`src/rtl/nds_pkg.sv`:
```
// types, codes and helpers shared by the neighbor discovery scheduler
package nds_pkg;

    localparam int S_TDATA_W  = 32;
    localparam int S_TUSER_W  = 2;
    localparam int M_TDATA_W  = 64;
    localparam int CFG_IDX_W  = 3;
    localparam int CFG_DATA_W = 16;

    typedef enum logic [1:0] {
        ACT_START = 2'd0,
        ACT_TIMER = 2'd1,
        ACT_RX    = 2'd2
    } action_t;

    typedef enum logic [CFG_IDX_W-1:0] {
        CFG_MODE          = 3'd0,
        CFG_OWN_ID        = 3'd1,
        CFG_BURST_TX_TOT  = 3'd2,
        CFG_BURST_RX_TOT  = 3'd3,
        CFG_SCAT_TX_TOT   = 3'd4,
        CFG_BURST_TX_GAP  = 3'd5,
        CFG_BURST_RX_WIN  = 3'd6,
        CFG_BURST_RX_SLOT = 3'd7
    } cfg_index_t;

    typedef struct packed {
        logic        mode;
        logic [15:0] own_id;
        logic [7:0]  burst_tx_total;
        logic [7:0]  burst_rx_total;
        logic [15:0] scatter_tx_total;
        logic [15:0] burst_tx_gap;
        logic [15:0] burst_rx_window;
        logic [15:0] burst_rx_slot;
    } cfg_t;

    typedef struct packed {
        logic [1:0]  action;
        logic [15:0] sender_id;
        logic        length_ok;
        logic        radio_busy;
        logic        tx_collision;
        logic [11:0] jitter_ticks;
    } event_t;

    typedef struct packed {
        logic        radio_on;
        logic        radio_off;
        logic        send_beacon;
        logic        set_timer;
        logic        from_deadline;
        logic [15:0] timer_delay;
        logic        new_neighbor;
        logic [15:0] neighbor_id;
        logic        epoch_end;
        logic [15:0] epoch_number;
        logic [7:0]  epoch_new_count;
    } result_t;

    // a - b, floored at zero
    function automatic logic [15:0] sat_sub16(input logic [15:0] a, input logic [15:0] b);
        return (a > b) ? (a - b) : 16'd0;
    endfunction

    function automatic event_t unpack_event(input logic [S_TDATA_W-1:0] d,
                                            input logic [S_TUSER_W-1:0] u);
        event_t e;
        e.action       = u;
        e.sender_id    = d[15:0];
        e.length_ok    = d[16];
        e.radio_busy   = d[17];
        e.tx_collision = d[18];
        e.jitter_ticks = d[30:19];
        return e;
    endfunction

    function automatic logic [M_TDATA_W-1:0] pack_result(input result_t r);
        return {1'b0, r.epoch_new_count, r.epoch_number, r.epoch_end, r.neighbor_id,
                r.new_neighbor, r.timer_delay, r.from_deadline, r.set_timer,
                r.send_beacon, r.radio_off, r.radio_on};
    endfunction

    function automatic result_t unpack_result(input logic [M_TDATA_W-1:0] d);
        result_t r;
        r.radio_on        = d[0];
        r.radio_off       = d[1];
        r.send_beacon     = d[2];
        r.set_timer       = d[3];
        r.from_deadline   = d[4];
        r.timer_delay     = d[20:5];
        r.new_neighbor    = d[21];
        r.neighbor_id     = d[37:22];
        r.epoch_end       = d[38];
        r.epoch_number    = d[54:39];
        r.epoch_new_count = d[62:55];
        return r;
    endfunction

endpackage

```
`src/rtl/neighbor_discovery_scheduler.sv`:
```
// top level of the neighbor discovery scheduler: stream ports, config registers, pipeline
//
// Duty-cycled neighbor discovery scheduler. Each event transfer on the s_ side
// (start, timer expired, beacon received) yields exactly one result transfer on
// the m_ side carrying radio on/off/send commands, the next timer request, a
// new-neighbor notice and an epoch-end notice. Events are handled at one per
// clock cycle; an event passes through the input register and then the result
// register before its result is offered on the m_ side. Throughput is set by
// the update of the schedule state in nds_core, so back to back events are
// taken as long as m_tready keeps the result register draining.
// The seen bitmap lives in flip-flops and is cleared by the event that opens a
// new listening round (start, first burst beacon, scatter window), so there is
// no clearing pass after reset. Configuration writes are accepted every cycle
// (cfg_ready is tied high) and should only be issued while no event is in
// flight; mode is sampled at the next start event.
module neighbor_discovery_scheduler
    import nds_pkg::*;
#(
    parameter int MAX_NEIGHBOURS       = 64,
    parameter int SCATTER_WINDOW_TICKS = 4096,
    parameter int SCATTER_SLOT_TICKS   = 512,
    parameter int BUSY_EXTEND_TICKS    = 16
) (
    input  logic                  aclk,
    input  logic                  aresetn,
    // event channel
    input  logic                  s_tvalid,
    output logic                  s_tready,
    // sender_id[15:0], length_ok[16], radio_busy[17], tx_collision[18],
    // jitter_ticks[30:19], zero[31]
    input  logic [S_TDATA_W-1:0]  s_tdata,
    // action[1:0]
    input  logic [S_TUSER_W-1:0]  s_tuser,
    // result channel
    output logic                  m_tvalid,
    input  logic                  m_tready,
    // radio_on[0], radio_off[1], send_beacon[2], set_timer[3], from_deadline[4],
    // timer_delay[20:5], new_neighbor[21], neighbor_id[37:22], epoch_end[38],
    // epoch_number[54:39], epoch_new_count[62:55], zero[63]
    output logic [M_TDATA_W-1:0]  m_tdata,
    // configuration write channel
    input  logic                  cfg_valid,
    output logic                  cfg_ready,
    input  logic [CFG_IDX_W-1:0]  cfg_index,
    input  logic [CFG_DATA_W-1:0] cfg_data
);

    cfg_t    cfg_reg;
    event_t  ev_reg;
    logic    in_valid_reg;
    result_t out_reg;
    logic    out_valid_reg;
    result_t core_res;
    logic    advance;

    // an event moves into the core when the result register is free or draining
    assign advance   = in_valid_reg && (!out_valid_reg || m_tready);
    assign s_tready  = !in_valid_reg || advance;
    assign cfg_ready = 1'b1;
    assign m_tvalid  = out_valid_reg;
    assign m_tdata   = pack_result(out_reg);

    // configuration registers, written by index
    always_ff @(posedge aclk) begin
        if (!aresetn) begin
            cfg_reg.mode             <= 1'b0;
            cfg_reg.own_id           <= 16'd0;
            cfg_reg.burst_tx_total   <= 8'd1;
            cfg_reg.burst_rx_total   <= 8'd1;
            cfg_reg.scatter_tx_total <= 16'd1;
            cfg_reg.burst_tx_gap     <= 16'd0;
            cfg_reg.burst_rx_window  <= 16'd0;
            cfg_reg.burst_rx_slot    <= 16'd0;
        end else if (cfg_valid && cfg_ready) begin
            case (cfg_index_t'(cfg_index))
                CFG_MODE:          cfg_reg.mode             <= cfg_data[0];
                CFG_OWN_ID:        cfg_reg.own_id           <= cfg_data;
                CFG_BURST_TX_TOT:  cfg_reg.burst_tx_total   <= cfg_data[7:0];
                CFG_BURST_RX_TOT:  cfg_reg.burst_rx_total   <= cfg_data[7:0];
                CFG_SCAT_TX_TOT:   cfg_reg.scatter_tx_total <= cfg_data;
                CFG_BURST_TX_GAP:  cfg_reg.burst_tx_gap     <= cfg_data;
                CFG_BURST_RX_WIN:  cfg_reg.burst_rx_window  <= cfg_data;
                CFG_BURST_RX_SLOT: cfg_reg.burst_rx_slot    <= cfg_data;
                default: begin
                end
            endcase
        end
    end

    // input register: control bit reset, payload only loaded
    always_ff @(posedge aclk) begin
        if (!aresetn) begin
            in_valid_reg <= 1'b0;
        end else if (s_tvalid && s_tready) begin
            in_valid_reg <= 1'b1;
        end else if (advance) begin
            in_valid_reg <= 1'b0;
        end
    end

    always_ff @(posedge aclk) begin
        if (s_tvalid && s_tready) begin
            ev_reg <= unpack_event(s_tdata, s_tuser);
        end
    end

    // schedule logic and per-epoch state
    nds_core #(
        .MAX_NEIGHBOURS       (MAX_NEIGHBOURS),
        .SCATTER_WINDOW_TICKS (SCATTER_WINDOW_TICKS),
        .SCATTER_SLOT_TICKS   (SCATTER_SLOT_TICKS),
        .BUSY_EXTEND_TICKS    (BUSY_EXTEND_TICKS)
    ) u_nds_core (
        .aclk    (aclk),
        .aresetn (aresetn),
        .step    (advance),
        .ev      (ev_reg),
        .cfg     (cfg_reg),
        .res     (core_res)
    );

    // result register holds a finished result until the m_ transfer
    always_ff @(posedge aclk) begin
        if (!aresetn) begin
            out_valid_reg <= 1'b0;
        end else if (advance) begin
            out_valid_reg <= 1'b1;
        end else if (m_tready) begin
            out_valid_reg <= 1'b0;
        end
    end

    always_ff @(posedge aclk) begin
        if (advance) begin
            out_reg <= core_res;
        end
    end

endmodule

```
`src/rtl/nds_core.sv`:
```
// schedule state machine, seen bitmap and per-event result logic
module nds_core
    import nds_pkg::*;
#(
    parameter int MAX_NEIGHBOURS       = 64,
    parameter int SCATTER_WINDOW_TICKS = 4096,
    parameter int SCATTER_SLOT_TICKS   = 512,
    parameter int BUSY_EXTEND_TICKS    = 16
) (
    input  logic    aclk,
    input  logic    aresetn,
    input  logic    step,
    input  event_t  ev,
    input  cfg_t    cfg,
    output result_t res
);

    localparam int          IDX_W    = $clog2(MAX_NEIGHBOURS + 1);
    localparam logic [15:0] MAX_ID   = 16'(MAX_NEIGHBOURS);
    localparam logic [15:0] SCAT_WIN = 16'(SCATTER_WINDOW_TICKS);
    localparam logic [15:0] SCAT_SLT = 16'(SCATTER_SLOT_TICKS);
    localparam logic [15:0] BUSY_EXT = 16'(BUSY_EXTEND_TICKS);

    typedef enum logic [5:0] {
        PH_IDLE      = 6'b000001,
        PH_BURST_TX  = 6'b000010,
        PH_BURST_RX  = 6'b000100,
        PH_BURST_OFF = 6'b001000,
        PH_SCAT_RX   = 6'b010000,
        PH_SCAT_TX   = 6'b100000
    } phase_t;

    phase_t              phase_reg, phase_next;
    logic [MAX_NEIGHBOURS:0] seen_reg;
    logic [15:0]         epoch_reg, epoch_next;
    logic [7:0]          found_reg, found_next;
    logic [15:0]         beacons_reg, beacons_next;
    logic [7:0]          windows_reg, windows_next;
    logic                listening_reg, listening_next;
    logic                first_reg, first_next;
    logic                cont_reg, cont_next;

    logic                clear_map, mark;
    logic                do_btx, btx_cont, do_srx;
    logic [7:0]          srx_found;
    logic [15:0]         bs;
    logic [IDX_W-1:0]    idx;
    logic                id_ok, hit;

    assign idx   = ev.sender_id[IDX_W-1:0];
    assign id_ok = (ev.sender_id != 16'd0) && (ev.sender_id <= MAX_ID)
                   && (ev.sender_id != cfg.own_id);
    assign hit   = listening_reg && ev.length_ok && id_ok && !seen_reg[idx];

    always_comb begin
        phase_next     = phase_reg;
        epoch_next     = epoch_reg;
        found_next     = found_reg;
        beacons_next   = beacons_reg;
        windows_next   = windows_reg;
        listening_next = listening_reg;
        first_next     = first_reg;
        cont_next      = cont_reg;
        clear_map      = 1'b0;
        mark           = 1'b0;
        do_btx         = 1'b0;
        btx_cont       = 1'b0;
        do_srx         = 1'b0;
        srx_found      = 8'd0;
        bs             = 16'd0;
        res            = '0;
        res.epoch_number = epoch_reg;

        case (ev.action)
            ACT_START: begin
                clear_map    = 1'b1;
                found_next   = 8'd0;
                beacons_next = 16'd0;
                windows_next = 8'd0;
                if (!cfg.mode) begin
                    cont_next = 1'b0;
                    do_btx    = 1'b1;
                end else begin
                    do_srx = 1'b1;
                end
            end
            ACT_TIMER: begin
                case (phase_reg)
                    PH_BURST_TX: begin
                        do_btx   = 1'b1;
                        btx_cont = cont_reg;
                    end
                    PH_BURST_RX: begin
                        listening_next  = 1'b1;
                        res.radio_on    = 1'b1;
                        res.set_timer   = 1'b1;
                        res.timer_delay = cfg.burst_rx_window;
                        phase_next      = PH_BURST_OFF;
                    end
                    PH_BURST_OFF: begin
                        res.set_timer = 1'b1;
                        if (ev.radio_busy) begin
                            // frame in flight: keep the window open a little longer
                            res.timer_delay = BUSY_EXT;
                        end else begin
                            listening_next    = 1'b0;
                            res.radio_off     = 1'b1;
                            res.from_deadline = 1'b1;
                            res.timer_delay   = sat_sub16(cfg.burst_rx_slot,
                                                          cfg.burst_rx_window);
                            if (({1'b0, windows_reg} + 9'd1) < {1'b0, cfg.burst_rx_total}) begin
                                windows_next = windows_reg + 8'd1;
                                phase_next   = PH_BURST_RX;
                            end else begin
                                res.epoch_end       = 1'b1;
                                res.epoch_new_count = found_reg;
                                epoch_next          = epoch_reg + 16'd1;
                                windows_next        = 8'd0;
                                cont_next           = 1'b0;
                                phase_next          = PH_BURST_TX;
                            end
                        end
                    end
                    PH_SCAT_RX: begin
                        do_srx    = 1'b1;
                        srx_found = found_reg;
                    end
                    PH_SCAT_TX: begin
                        listening_next    = 1'b0;
                        res.radio_off     = 1'b1;
                        res.send_beacon   = 1'b1;
                        res.set_timer     = 1'b1;
                        res.from_deadline = 1'b1;
                        if (ev.tx_collision) begin
                            res.timer_delay = sat_sub16(SCAT_SLT, {4'd0, ev.jitter_ticks});
                        end else begin
                            res.timer_delay = SCAT_SLT;
                            if (({1'b0, beacons_reg} + 17'd1) < {1'b0, cfg.scatter_tx_total}) begin
                                beacons_next = beacons_reg + 16'd1;
                            end else begin
                                phase_next = PH_SCAT_RX;
                            end
                        end
                    end
                    default: begin
                    end
                endcase
            end
            ACT_RX: begin
                if (hit) begin
                    mark             = 1'b1;
                    res.new_neighbor = 1'b1;
                    res.neighbor_id  = ev.sender_id;
                    found_next       = found_reg + 8'd1;
                end
            end
            default: begin
            end
        endcase

        // burst beacon step, shared by start and the burst transmit timer
        if (do_btx) begin
            listening_next = 1'b0;
            bs = btx_cont ? beacons_reg : 16'd0;
            if (!btx_cont) begin
                clear_map  = 1'b1;
                found_next = 8'd0;
            end
            if (bs < {8'd0, cfg.burst_tx_total}) begin
                res.send_beacon = 1'b1;
                res.set_timer   = 1'b1;
                res.timer_delay = sat_sub16(cfg.burst_tx_gap, {4'd0, ev.jitter_ticks});
                beacons_next    = bs + 16'd1;
                cont_next       = 1'b1;
                phase_next      = PH_BURST_TX;
            end else begin
                beacons_next    = bs;
                listening_next  = 1'b1;
                res.radio_on    = 1'b1;
                res.set_timer   = 1'b1;
                res.timer_delay = cfg.burst_rx_window;
                phase_next      = PH_BURST_OFF;
            end
        end

        // scatter window opening, which also closes the previous epoch unless it is the first window
        if (do_srx) begin
            if (!first_reg) begin
                res.epoch_end       = 1'b1;
                res.epoch_new_count = srx_found;
                epoch_next          = epoch_reg + 16'd1;
                beacons_next        = 16'd0;
            end
            first_next      = 1'b0;
            clear_map       = 1'b1;
            found_next      = 8'd0;
            listening_next  = 1'b1;
            res.radio_on    = 1'b1;
            res.set_timer   = 1'b1;
            res.timer_delay = SCAT_WIN;
            phase_next      = PH_SCAT_TX;
        end
    end

    always_ff @(posedge aclk) begin
        if (!aresetn) begin
            phase_reg     <= PH_IDLE;
            seen_reg      <= '0;
            epoch_reg     <= 16'd0;
            found_reg     <= 8'd0;
            beacons_reg   <= 16'd0;
            windows_reg   <= 8'd0;
            listening_reg <= 1'b0;
            first_reg     <= 1'b1;
            cont_reg      <= 1'b0;
        end else if (step) begin
            phase_reg     <= phase_next;
            epoch_reg     <= epoch_next;
            found_reg     <= found_next;
            beacons_reg   <= beacons_next;
            windows_reg   <= windows_next;
            listening_reg <= listening_next;
            first_reg     <= first_next;
            cont_reg      <= cont_next;
            if (clear_map) begin
                seen_reg <= '0;
            end else if (mark) begin
                seen_reg[idx] <= 1'b1;
            end
        end
    end

endmodule

```
`config.mk`:
```
export PLATFORM = sky130hd
export DESIGN_NAME = neighbor_discovery_scheduler
export DESIGN_NICKNAME = d
export VERILOG_FILES = /design/src/rtl/nds_pkg.sv /design/src/rtl/neighbor_discovery_scheduler.sv /design/src/rtl/nds_core.sv
export SDC_FILE = /design/constraint.sdc
export NUM_CORES = 1
export LEC_CHECK = 0
export BUFFER_PORTS_ARGS = -buffer_cell sky130_fd_sc_hd__buf_2
export CAP_MARGIN = 40
export CORE_ASPECT_RATIO = 1.1
export CORE_MARGIN = 4
export CORE_UTILIZATION = 45
export CTS_BUF_LIST = sky130_fd_sc_hd__clkbuf_8 sky130_fd_sc_hd__clkbuf_16
export DETAILED_ROUTE_END_ITERATION = 7
export GPL_TIMING_DRIVEN = 0
export HOLD_SLACK_MARGIN = 0.02
export PLACE_DENSITY = 0.63
export SLEW_MARGIN = 25
export SYNTH_ARGS = -nofsm -noshare
export SYNTH_HDL_FRONTEND = slang
export SYNTH_SLANG_ARGS = --single-unit
```
`constraint.sdc`:
```
create_clock -name aclk -period 13.2 [get_ports aclk]
set_input_delay 2.64 -clock aclk [delete_from_list [all_inputs] [get_ports aclk]]
set_output_delay 2.64 -clock aclk [all_outputs]
set_load 0.02 [all_outputs]
```
# Yosys cells after proc, flatten, opt, wreduce, memory -nomap -nowiden
# Index checks and enable logic that the tools add are counted.
# totals
regBits,316
inputBits,58
output_inout_bits,67
elab_cells,216
# op_classes
add_sub_neg,10
magnitude_cmp,9
eq_ne,20
mux,103
bitwise_logic,1
n_reduce_logical,38
# op_table
operator,n
$mux 16,21
$mux 65,2
$mux 8,15
$or 65x65->65,1
$add 16x1->16 const B,3
$pmux 16 s3,1
$mux 1,42
$mux 6,6
$pmux 16 s2,1
$pmux 8 s2,2
$reduce_and 2->1,11
$mux 21,1
$pmux 6 s3,1
$add 16x1->17 const B,1
$lt 17x16->1,1
$mux 17,1
$add 8x1->8 const B,2
$gt 16x12->1,1
$gt 16x16->1,1
$le 16x7->1 const B,1
$lt 16x8->1,1
$ne 16x16->1,1
$reduce_bool 16->1,1
$sub 16x12->16,1
38 further kinds,62

# Logic depth before layout (Yosys ltp)
# depth
ltp_word,10
mapped_depth,19
depth_no_buf,16

# Hierarchy
# Synthesis repeated with hierarchy kept, for this count alone.
# hier_totals
cells_unflattened,1766
area_unflattened_um2,16493.3
# modules_own_cells
mod,instances,cells_each,area_per_inst_um2
nds_core,1,1317,9920.8
neighbor_discovery_scheduler,1,449,6572.6

# Least setup slack after synthesis
# Ideal clock, no wire load.
# synth_timing
path_kind,input-to-reg
startpoint,input m_tready
endpoint,register u_nds_core.epoch_reg[8]
arrival_ns,5.668
required_ns,13.085
path_slack_ns,7.417
stages,8
path_buffers,2
path_cell_list,nor2b_1 -> nand2b_1 -> clkbuf_1 -> inv_2 -> clkbuf_1 -> nand4_1 -> xnor2_1 -> and2_1
# synth_between
elab_chain_cells,2
# synth_lines
item,line_no,text
from (decl),neighbor_discovery_scheduler.sv:36,"input logic m_tready,"
$logic_or 1x1->1,neighbor_discovery_scheduler.sv:57,assign advance = in_valid_reg && (!out_valid_reg || m_tready);
$logic_and 1x1->1,neighbor_discovery_scheduler.sv:57,
net advance,neighbor_discovery_scheduler.sv:54,logic advance;
to (signal assigned),nds_core.sv:218,epoch_reg <= epoch_next;
to (decl),nds_core.sv:35,"logic [15:0] epoch_reg, epoch_next;"
# The timed path passes the listed nets, and every way through them passes these cells.
# A chain may end at the register's enable or synchronous reset.

# Worst setup path in the final report
# layout_timing
startpoint,input m_tready
endpoint,output s_tready
# layout_between
elab_chain_cells,3
# layout_lines
item,line_no,text
$logic_or 1x1->1,neighbor_discovery_scheduler.sv:57,
$logic_and 1x1->1,neighbor_discovery_scheduler.sv:57,
$logic_or 1x1->1,neighbor_discovery_scheduler.sv:58,assign s_tready = !in_valid_reg || advance;
to (decl),neighbor_discovery_scheduler.sv:28,"output logic s_tready,"
# No other way between the ends.

==> results.py <==
metrics = {
    "cts": {
        "cts.path.max_buffers": 3,
        "cts_resized": 0,
        "cts_tree": "built",
        "hold_buffers": 0,
        "root_buffer": "clkbuf_16",
        "clock-sinks": 316,
        "clk_latency_ns": 0.54,
        "post-cts-setup-buffers": 0,
        "cts_made_buffers": 36,
        "clk_pin_slew_worst_paths_ns": 0.06,
        "cts_htree_levels": 2,
    },
    "timing": {
        "layout_min_cycle_time_ns": 5.827,
        "slew_headroom": 0.4137,
        "setup_viol": 0,
        "finalMaxSlewViolations": 0,
        "fmax_ghz": 0.1716,
        "fin_hold_ws_ns": 0.4453,
        "clock_skew_ns": 0.01894,
        "rsz0062_at_grt": "no",
        "setup_tns_ns": 0,
        "period_share": 0.4414,
        "finalHoldViolCount": 0,
        "worstMarginPinSlew_ns": 0.8672,
    },
    "global_route": {
        "overflow": 0,
        "grt_pass1_wl_um": 76560,
        "grt_antenna_before_repair": 0,
        "grt_max_degree": 38,
        "first_global_vias": 13660,
        "grt_usage": 0.2470,
    },
    "cells_and_area": {
        "syn_to_final_growth_pct": 16.78,
        "antennaDiodeCount": 0,
        "final_cell_mix": "nand2_1 (290), dfxtp_1 (221), a21oi_1 (214), nor2_1 (138), buf_2 (127)",
        "layout-drive-gt1-share": 0.1175,
        "nets": 2129,
        "mostFrequentLayoutCell": "nand2_1",
        "largest_reg_flops": 97,
    },
    "worst_hold_path": {
        "hold_depth": 0,
        "hold_start": "u_nds_core.epoch_reg[2]",
        "min_to": "m_tdata[41]",
        "hold_path.class": "flip-flop to flip-flop",
    },
    "run": {
        "maxCapViolCount": 0,
    },
    "die": {
        "ios": 125,
        "coreArea_um2": 35220,
        "initial_core_util": 0.4554,
        "die_height_um": 206.0,
        "rows": 72,
        "die_w_um": 188.0,
        "dieArea_um2": 38740,
    },
    "setup_path": {
        "crit_fanout": 4,
        "cp_top_family": "simple AND/OR/NAND/NOR gates",
        "cp.required_ns": 10.56,
        "path_buf_inv": 2,
        "crit_arrival_ns": 3.19,
        "cp_common_cell": "buf_2",
        "worstReg2RegStart": "u_nds_core.beacons_reg[2]",
        "rrSetupSlack_ns": 7.91,
        "critPathLaunch": "m_tready",
        "reg2reg_depth": 19,
        "start_kind": "input pin",
        "crit_slowest_cell": "nor2b_1",
        "reg2reg_to": "u_nds_core.beacons_reg[10]",
        "cp-end-kind": "primary output",
        "path_cells": "buf_2 -> nor2b_1 -> nand2_1 -> buf_2",
        "crit_type": "input pin to primary output",
        "max_stage_delay_ns": 0.20,
    },
    "routing": {
        "vias_per_cell": 5.714,
        "drcViolationCount": 0,
        "top_layer": "met4",
        "wl_met2_um": 22030,
        "via_count": 14370,
        "dr_wl_met3_um": 3951,
        "wl_um": 48510,
        "first_pass_iters": 5,
        "antenna_left": 0,
        "wl_per_cell_um": 19.29,
        "drt-initial-drc-count": 1332,
        "wl_met1_um": 21090,
    },
    "place": {
        "gp_congestion": 0.9511,
        "portBuffers": 117,
        "dp_hpwl_um": 35780,
    },
    "pwr": {
        "leakagePower_nw": 7.053,
        "powerDensity_nw_per_um2": 124.6,
        "ir_worst_vdd_v": 0.00009868,
    },
    "synth": {
        "synth_ff_type": "dfxtp_1",
        "synth_edf_count": 95,
        "yosysTopAreaCellShare": 0.2758,
        "yosys-top-cells-area": "dfxtp_1 (28%), edfxtp_1 (18%), nand2_1 (6.8%)",
        "ys_seq_area_frac": 0.4536,
        "synth_cell_type_count": 90,
        "syn_area_um2": 16040,
        "async_flop_share": 0,
        "syn_area_per_cell_um2": 8.795,
        "yosys.area.top_type": "dfxtp_1",
        "syn_inst": 1824,
        "yosysWarnings": 0,
        "ys_ff_latch": 316,
    },
    "outcome": {
        "status": "completed",
    },
}
==> worst max-delay path by stage <==
stage | cells past startpoint | endpoint
5_1_grt | 4 | s_tready
2_1_floorplan | 8 | u_nds_core.epoch_reg[8]
6_report | 4 | s_tready
3_5_place_dp | 12 | u_nds_core.seen_reg[57]
4_1_cts | 4 | s_tready
3_3_place_gp | 9 | u_nds_core.epoch_reg[8]
==> metrics by stage <==
step	setup slack [ns]	power [mW]	area [um^2]	instances	utilization
floorplan	7.417	1.183	16080	1833	-
global placement	5.926	1.259	17260	2431	0.4901
detailed placement	7.088	1.262	17400	2446	0.4941
CTS	7.373	2.356	18720	2512	0.5314
global route	7.286	2.419	18730	2515	0.5319
finish	7.373	2.335	18730	2515	0.5319
==> kinds of logic after synthesis <==
| kind of cell | share of synthesized area |
|---|---|
| simple gates | 0.2172 |
| xor+xnor | 0.04259 |
| compound gates | 0.1647 |
| other cells | 0.0004682 |
| buf+inv | 0.04454 |
| mux | 0.02519 |
| fa+ha+maj | 0.05163 |
| flops | 0.4536 |
==> synthesized netlist by cell type, drive strengths merged (10+ instances only) <==
cell / number
nor4: 16
a31oi: 16
nor2b: 16
clkbuf: 75
and3: 16
xor2: 22
a21o: 24
nor3: 27
o21ai: 54
a21oi: 214
nand3: 71
a22oi: 14
nand4: 33
ha: 63
or4: 10
nand2: 290
nand2b: 26
mux2i: 19
xnor2: 56
dfxtp: 221
and2: 30
buf: 18
nor2: 138
edfxtp: 95
inv: 86
==> cell type report <==
type	instances	area (um^2)
plain buffers	93	391.6
clock buffers	43	1020
clock inverters	23	292.8
fillers	3317	16490
inverters	87	326.6
multi-input cells	1337	8097
flip-flops and latches	316	7277
well taps	481	601.8
repair buffers	135	728.2
==> power breakdown <==
group | leakage [nW] | internal [mW] | switching (mW)
Sequential | 2.69 | 1.02 | 0.0130
Clock | 0.667 | 0.673 | 0.418
Combinational | 3.70 | 0.0671 | 0.142
Total | 7.05 | 1.76 | 0.573
==> routing by layer <==
layer / GRT usage / vias to the layer above
li1: - / 6859
met1: 0.3379 / 6810
met2: 0.3946 / 609
met3: 0.04713 / 93
met4: 0.08574 / 0
met5: 0 / -
(Power assumes the default switching activity.)
